===== src/rtl/core/gcr_pkg.sv =====
// Package: types, constants and codes of the glyph cell rasterizer
package gcr_pkg;

    // Font geometry
    localparam int GLYPH_COUNT_DEF = 256;
    localparam int GLYPH_COLUMNS   = 5;
    localparam int GLYPH_ROWS      = 8;
    localparam logic [7:0] REMAP_START = 8'd176;

    // Window limits and reset values
    localparam logic [10:0] WIN_MAX        = 11'd1024;
    localparam logic [10:0] WIN_WIDTH_RST  = 11'd320;
    localparam logic [10:0] WIN_HEIGHT_RST = 11'd240;

    // Configuration port
    localparam int CFG_IDX_W  = 1;
    localparam int CFG_DATA_W = 11;
    localparam logic [CFG_IDX_W-1:0] REG_WINDOW_WIDTH  = 1'b0;
    localparam logic [CFG_IDX_W-1:0] REG_WINDOW_HEIGHT = 1'b1;

    // Command codes
    localparam logic CMD_LOAD = 1'b0;
    localparam logic CMD_DRAW = 1'b1;

    // Internal coordinate width (signed, no wrap)
    localparam int COORD_W = 18;

    // Column/row counter width (columns 0..5 including background)
    localparam int CNT_W = 3;

    typedef struct packed {
        logic               cmd;
        logic [10:0]        font_index;
        logic [7:0]         font_byte;
        logic [7:0]         char_code;
        logic signed [15:0] pos_x;
        logic signed [15:0] pos_y;
        logic [15:0]        fg_color;
        logic [15:0]        bg_color;
        logic [7:0]         glyph_scale;
    } gcr_in_t;

    typedef struct packed {
        logic [9:0]  rect_x;
        logic [9:0]  rect_y;
        logic [10:0] rect_w;
        logic [10:0] rect_h;
        logic [15:0] fill_color;
        logic        write_enable;
        logic        last;
    } gcr_out_t;

    // Controller to datapath
    typedef struct packed {
        logic             accept;
        logic             fetch;
        logic             emit;
        logic             tall;
        logic             last;
        logic             col_adv;
        logic [CNT_W-1:0] col;
        logic [CNT_W-1:0] row;
    } gcr_cmd_t;

    // Datapath to controller
    typedef struct packed {
        logic in_draw;
        logic opaque;
        logic scale_one;
    } gcr_stat_t;

endpackage


===== src/rtl/core/gcr_ctrl.sv =====
// Controller: sequences fetch and cell emission for one draw request
module gcr_ctrl (
    input  logic              clk,
    input  logic              rst_n,
    input  logic              in_valid,
    output logic              in_ready,
    output logic              out_valid,
    input  logic              out_ready,
    input  gcr_pkg::gcr_stat_t stat,
    output gcr_pkg::gcr_cmd_t  cmd
);
    import gcr_pkg::*;

    localparam logic [1:0] S_IDLE  = 2'd0;
    localparam logic [1:0] S_FETCH = 2'd1;
    localparam logic [1:0] S_CELL  = 2'd2;
    localparam logic [1:0] S_TALL  = 2'd3;

    localparam logic [CNT_W-1:0] ROW_LAST = CNT_W'(GLYPH_ROWS - 1);
    localparam logic [CNT_W-1:0] COL_LAST = CNT_W'(GLYPH_COLUMNS - 1);
    localparam logic [CNT_W-1:0] COL_BG   = CNT_W'(GLYPH_COLUMNS);

    logic [1:0]       state_reg, state_next;
    logic [CNT_W-1:0] col_reg, col_next;
    logic [CNT_W-1:0] row_reg, row_next;
    logic             out_valid_reg, out_valid_next;
    logic             emit_ok;

    assign in_ready  = (state_reg == S_IDLE);
    assign out_valid = out_valid_reg;
    assign emit_ok   = !out_valid_reg || out_ready;

    // Next state and commands
    always_comb
    begin
        state_next  = state_reg;
        col_next    = col_reg;
        row_next    = row_reg;
        cmd         = '0;
        cmd.accept  = in_valid && in_ready;
        cmd.col     = col_reg;
        cmd.row     = row_reg;
        case (state_reg)
            S_IDLE:
            begin
                if (cmd.accept && stat.in_draw)
                begin
                    col_next   = '0;
                    state_next = S_FETCH;
                end
            end
            S_FETCH:
            begin
                cmd.fetch  = 1'b1;
                row_next   = '0;
                state_next = S_CELL;
            end
            S_CELL:
            begin
                if (emit_ok)
                begin
                    cmd.emit = 1'b1;
                    row_next = row_reg + 1'b1;
                    if (row_reg == ROW_LAST)
                    begin
                        cmd.col_adv = 1'b1;
                        if (col_reg == COL_LAST)
                        begin
                            if (stat.opaque && stat.scale_one)
                            begin
                                col_next   = COL_BG;
                                state_next = S_FETCH;
                            end
                            else if (stat.opaque)
                            begin
                                state_next = S_TALL;
                            end
                            else
                            begin
                                cmd.last   = 1'b1;
                                state_next = S_IDLE;
                            end
                        end
                        else if (col_reg == COL_BG)
                        begin
                            cmd.last   = 1'b1;
                            state_next = S_IDLE;
                        end
                        else
                        begin
                            col_next   = col_reg + 1'b1;
                            state_next = S_FETCH;
                        end
                    end
                end
            end
            S_TALL:
            begin
                if (emit_ok)
                begin
                    cmd.emit   = 1'b1;
                    cmd.tall   = 1'b1;
                    cmd.last   = 1'b1;
                    state_next = S_IDLE;
                end
            end
            default:
            begin
                state_next = S_IDLE;
            end
        endcase
    end

    // Output valid flag
    always_comb
    begin
        if (cmd.emit)
            out_valid_next = 1'b1;
        else if (out_ready)
            out_valid_next = 1'b0;
        else
            out_valid_next = out_valid_reg;
    end

    always_ff @(posedge clk or negedge rst_n)
    begin
        if (!rst_n)
        begin
            state_reg     <= S_IDLE;
            col_reg       <= '0;
            row_reg       <= '0;
            out_valid_reg <= 1'b0;
        end
        else
        begin
            state_reg     <= state_next;
            col_reg       <= col_next;
            row_reg       <= row_next;
            out_valid_reg <= out_valid_next;
        end
    end

endmodule


===== config.mk =====
export PLATFORM = sky130hd
export DESIGN_NAME = gcr_ctrl
export DESIGN_NICKNAME = d
export VERILOG_FILES = /design/src/rtl/core/gcr_pkg.sv /design/src/rtl/core/gcr_ctrl.sv
export SDC_FILE = /design/constraint.sdc
export NUM_CORES = 1
export LEC_CHECK = 0
export BUFFER_PORTS_ARGS = -buffer_cell sky130_fd_sc_hd__buf_2
export CORE_MARGIN = 1.5
export CORE_UTILIZATION = 48
export CTS_CLUSTER_DIAMETER = 60
export DETAILED_ROUTE_END_ITERATION = 7
export HOLD_SLACK_MARGIN = 0.05
export PLACE_DENSITY = 0.75
export REMOVE_ABC_BUFFERS = 1
export SYNTH_ARGS = -nofsm -noshare
export SYNTH_HDL_FRONTEND = slang
export SYNTH_SLANG_ARGS = --single-unit

===== constraint.sdc =====
create_clock -name clk -period 2.3 [get_ports clk]
set_input_delay 0.345 -clock clk [delete_from_list [all_inputs] [get_ports clk]]
set_output_delay 0.345 -clock clk [all_outputs]
set_load 0.05 [all_outputs]

# --- After elaboration in Yosys (flattened, before gate mapping) ---
# Cells that the tools add are included.
op_classes:
  n_eq_ne: 12
  muxes: 33
  reduce_logical: 12
  add_sub_neg: 2
op_table:
  columns: ["operator", "n"]
  rows:
  - ["3-bit two-way mux", 8]
  - ["2-bit two-way mux", 9]
  - ["3-bit one-hot mux with 2 select lines", 2]
  - ["1-bit two-way mux", 11]
  - ["3-bit == test, second input constant", 3]
  - ["2-bit one-hot mux with 4 select lines", 1]
  - ["3-bit by 1-bit adder with 3-bit output, second input constant", 2]
  - ["2-bit inequality test, second input constant", 3]
  - ["3-bit inequality test, second input constant", 2]
  - ["6-bit AND reduction", 1]
  - ["2-bit nonzero test", 3]
  - ["2-bit == test, second input constant", 2]
  - ["1-bit one-hot mux with 2 select lines", 2]
  - ["4-bit AND reduction", 1]
  - ["1-bit logical AND", 3]
  - ["2-bit by 1-bit == test with 1-bit output, second input constant", 1]
  - ["2-bit logical NOT", 1]
  - ["2-bit by 1-bit inequality test with 1-bit output, second input constant", 1]
  - ["2-bit AND reduction", 1]
  - ["1-bit logical NOT", 1]
  - ["1-bit logical OR", 1]
word_totals:
  input_bits: 7
  output_inout_bits: 14
  ff_bits: 9

# --- Longest topological paths before layout ---
depth:
  ltp_word: 6
  depth_mapped: 6
  ltp_nobuf: 6

# --- Worst setup path after synthesis ---
# OpenSTA, ideal clock, no wires.
synth_path:
  path_type: "flip-flop to output port"
  startpoint: "register row_reg[0]"
  endpoint: "output cmd[6] (netlist bit)"
  arrival_time_ns: 2.211
  t_required_ns: 1.955
  path_stages_with_launch: 5
  path_slack_ns: -0.256
  n_path_buf: 0
  cell_sequence: "dfrtp_1 -> ha_1 -> ha_1 -> inv_1 -> nor3_1"
synth_rtl:
  columns: ["item", "line", "text"]
  rows:
  - ["start, declared", "gcr_ctrl.sv:25", "logic [CNT_W-1:0] row_reg, row_next;"]
  - ["start signal, assigned", "gcr_ctrl.sv:138", "row_reg <= row_next;"]
  - ["end, declared", "gcr_ctrl.sv:10", "output gcr_pkg::gcr_cmd_t cmd"]

==> results.yml <==
timing:
  setup_viol: 0
  hold_viol: 0
  skew_ns: 0.00603
  maxSlewHeadroom_pct: 69.0
  tightestPinTransition_ns: 0.464
  finalCritPeriodShare_pct: 91.6
  rsz0062_at_grt: "false"
  slew_violations: 0
  fin_crit_ns: 2.11
  fmax_ghz: 0.475
global_route:
  grt-ovfl-total: 0
  grt_pass1_wl_um: 1960
  grt_max_degree: 14
  track_usage_pct: 18.9
  antenna_found_initial: 0
  grt_pass1_vias: 450
route:
  dr.pass1.iters: 4
  avgRoutedWirePerCell_um: 11.4
  viasPerCell: 4.99
  dr.first_iter.drc_count: 8
  num_vias: 524
  ant_nets: 0
  drc: 0
  wirelength_um: 1200
worst_setup_path:
  end_kind: "output pin"
  worstPathRequired_ns: 1.96
  cp.arrival_ns: 1.76
  critPathKind: "flip-flop to output pin"
  path_max_fanout: 6
  start_kind: "flip-flop"
die:
  die_w_um: 39.5
  boundaryPins: 21
  die_h_um: 39.5
  initial_core_util_pct: 54.7
  coreArea_mm2: 0.00117
  rows: 12
  dieArea_mm2: 0.00156
logic_synthesis:
  yosys_register_bits: 9
  avgSynthCellArea_um2: 9.28
  synth-seq-area-share_pct: 35.2
  yosysWarnings: 0
  synth_cell_type_count: 28
  ys_async_sr_fraction_pct: 100
  synth_edf_count: 0
  netlist_instances: 69
  ys.flop_type: "dfrtp_1"
  synth_area_um2: 641
min_path:
  timing.hold.worst.class: "input port to async pin"
clock_network:
  post_cts_resized: 0
  h-tree-depth: 1
  cts_sinks: 9
  cts_setup_buffers: 0
  numCtsBuffers: 3
  clkTransAtPathRegs_ns: 0.06
  clk-insertion-delay-late_ns: 0.26
  cts_buffer_depth: 2
  cts_tree: "built"
  cts_root_buf: "clkbuf_4"
layout:
  final_area_um2: 771
  layout-drive-gt1-share_pct: 30.8
  fill_cells: 106
  finish.net_count: 104
  final_common_cell: "buf_2"
  diodes: 0
  layout_common_cells: "buf_2, nand2_1, dfrtp_1"
  syn2layout_area_growth_pct: 20.3
placement:
  dpl_cell_area_um2: 734
  portBuffers: 20
  dp_hpwl_um: 912
  routabilityCongestion: 0.750
run_status:
  status: "complete, no violations"
flow_run:
  max_cap_viol_count: 0
## final timing paths
| kind | startpoint | endpoint | slack, ns | cells after the start |
|---|---|---|---|---|
| min reg2reg | row_reg[2] | row_reg[2] | 0.56 | 2 |
| min in group clk | out_ready | out_valid | 0.48 | 3 |
| max reg2reg | col_reg[1] | col_reg[0] | 0.48 | 6 |
| min | rst_n | row_reg[2] | 0.46 | 2 |
| max | col_reg[0] | cmd[7] | 0.19 | 7 |
| max in group asynchronous | rst_n | col_reg[2] | 1.65 | 2 |
## cell usage after synthesis, drive strengths merged (2+ instances only)
master / number / area, um2
and2: 2 / 12.5
nand2: 9 / 33.8
nor2: 6 / 30.0
o21ai: 5 / 25.0
a21oi: 2 / 10.0
nand2b: 4 / 25.0
dfrtp: 9 / 225
nor2b: 4 / 27.5
mux2: 2 / 22.5
mux2i: 2 / 20.0
buf: 3 / 23.8
ha: 5 / 62.6
inv: 4 / 15.0
a211oi: 2 / 27.5
nor3: 2 / 10.0
## timing repair
action,in CTS,in global routing
hold buffers,1,0
setup endpoints to repair,0,0
hold endpoints to repair,9,0
## area by class of cell
cell class / count / area, um2 / share of cell area, %
multi-input combinational: 53 / 377 / 48.9
sequential: 9 / 225 / 29.2
timing repair buffer: 21 / 110 / 14.3
clock buffer: 4 / 26.3 / 3.41
tap: 14 / 17.5 / 2.27
inverter: 4 / 15.0 / 1.95
## stage by stage
| step | instances | hold slack (ns) | setup TNS, ns | util (%) | worst slack [ns] |
|---|---|---|---|---|---|
| after floorplan | 66 | 0.0494 | -0.256 | - | -0.256 |
| after global placement | 100 | 0.205 | 0 | 62.7 | 0.430 |
| after detailed placement | 100 | 0.208 | 0 | 62.7 | 0.461 |
| after CTS | 105 | 0.467 | 0 | 65.8 | 0.181 |
| after global routing | 105 | 0.482 | 0 | 65.8 | 0.0146 |
| final | 105 | 0.462 | 0 | 65.8 | 0.194 |
## kinds of logic (layout without fill, tap and decap cells)
logic type	after synthesis	after routing	share of synthesized area, %
muxes	4	4	6.64
AOI/OAI and AO/OA	15	15	18.4
DFF	9	9	35.2
and+or+nand+nor	29	29	24.0
buffers and inverters	7	29	6.05
adders and majority gates	5	5	9.77
## per-layer routing
metal / routed length [um] / vias up / track usage, %
met5: 0 / - / 0
met4: 10 / 0 / 7.76
met3: 69 / 2 / 3.41
met2: 504 / 17 / 27.0
met1: 614 / 227 / 27.6
li1: - / 278 / -
## critical path, stage by stage, from the launching register on
cell	delay, ns
dfrtp_1	0.43
inv_1	0.07
ha_1	0.24
nor2b_1	0.14
o21ai_0	0.20
nor2_1	0.07
o21a_1	0.16
buf_2	0.20
Power is left out: the tool's default activity adds up to more than one toggle a clock period on the data nets, which glitch-free logic cannot reach.
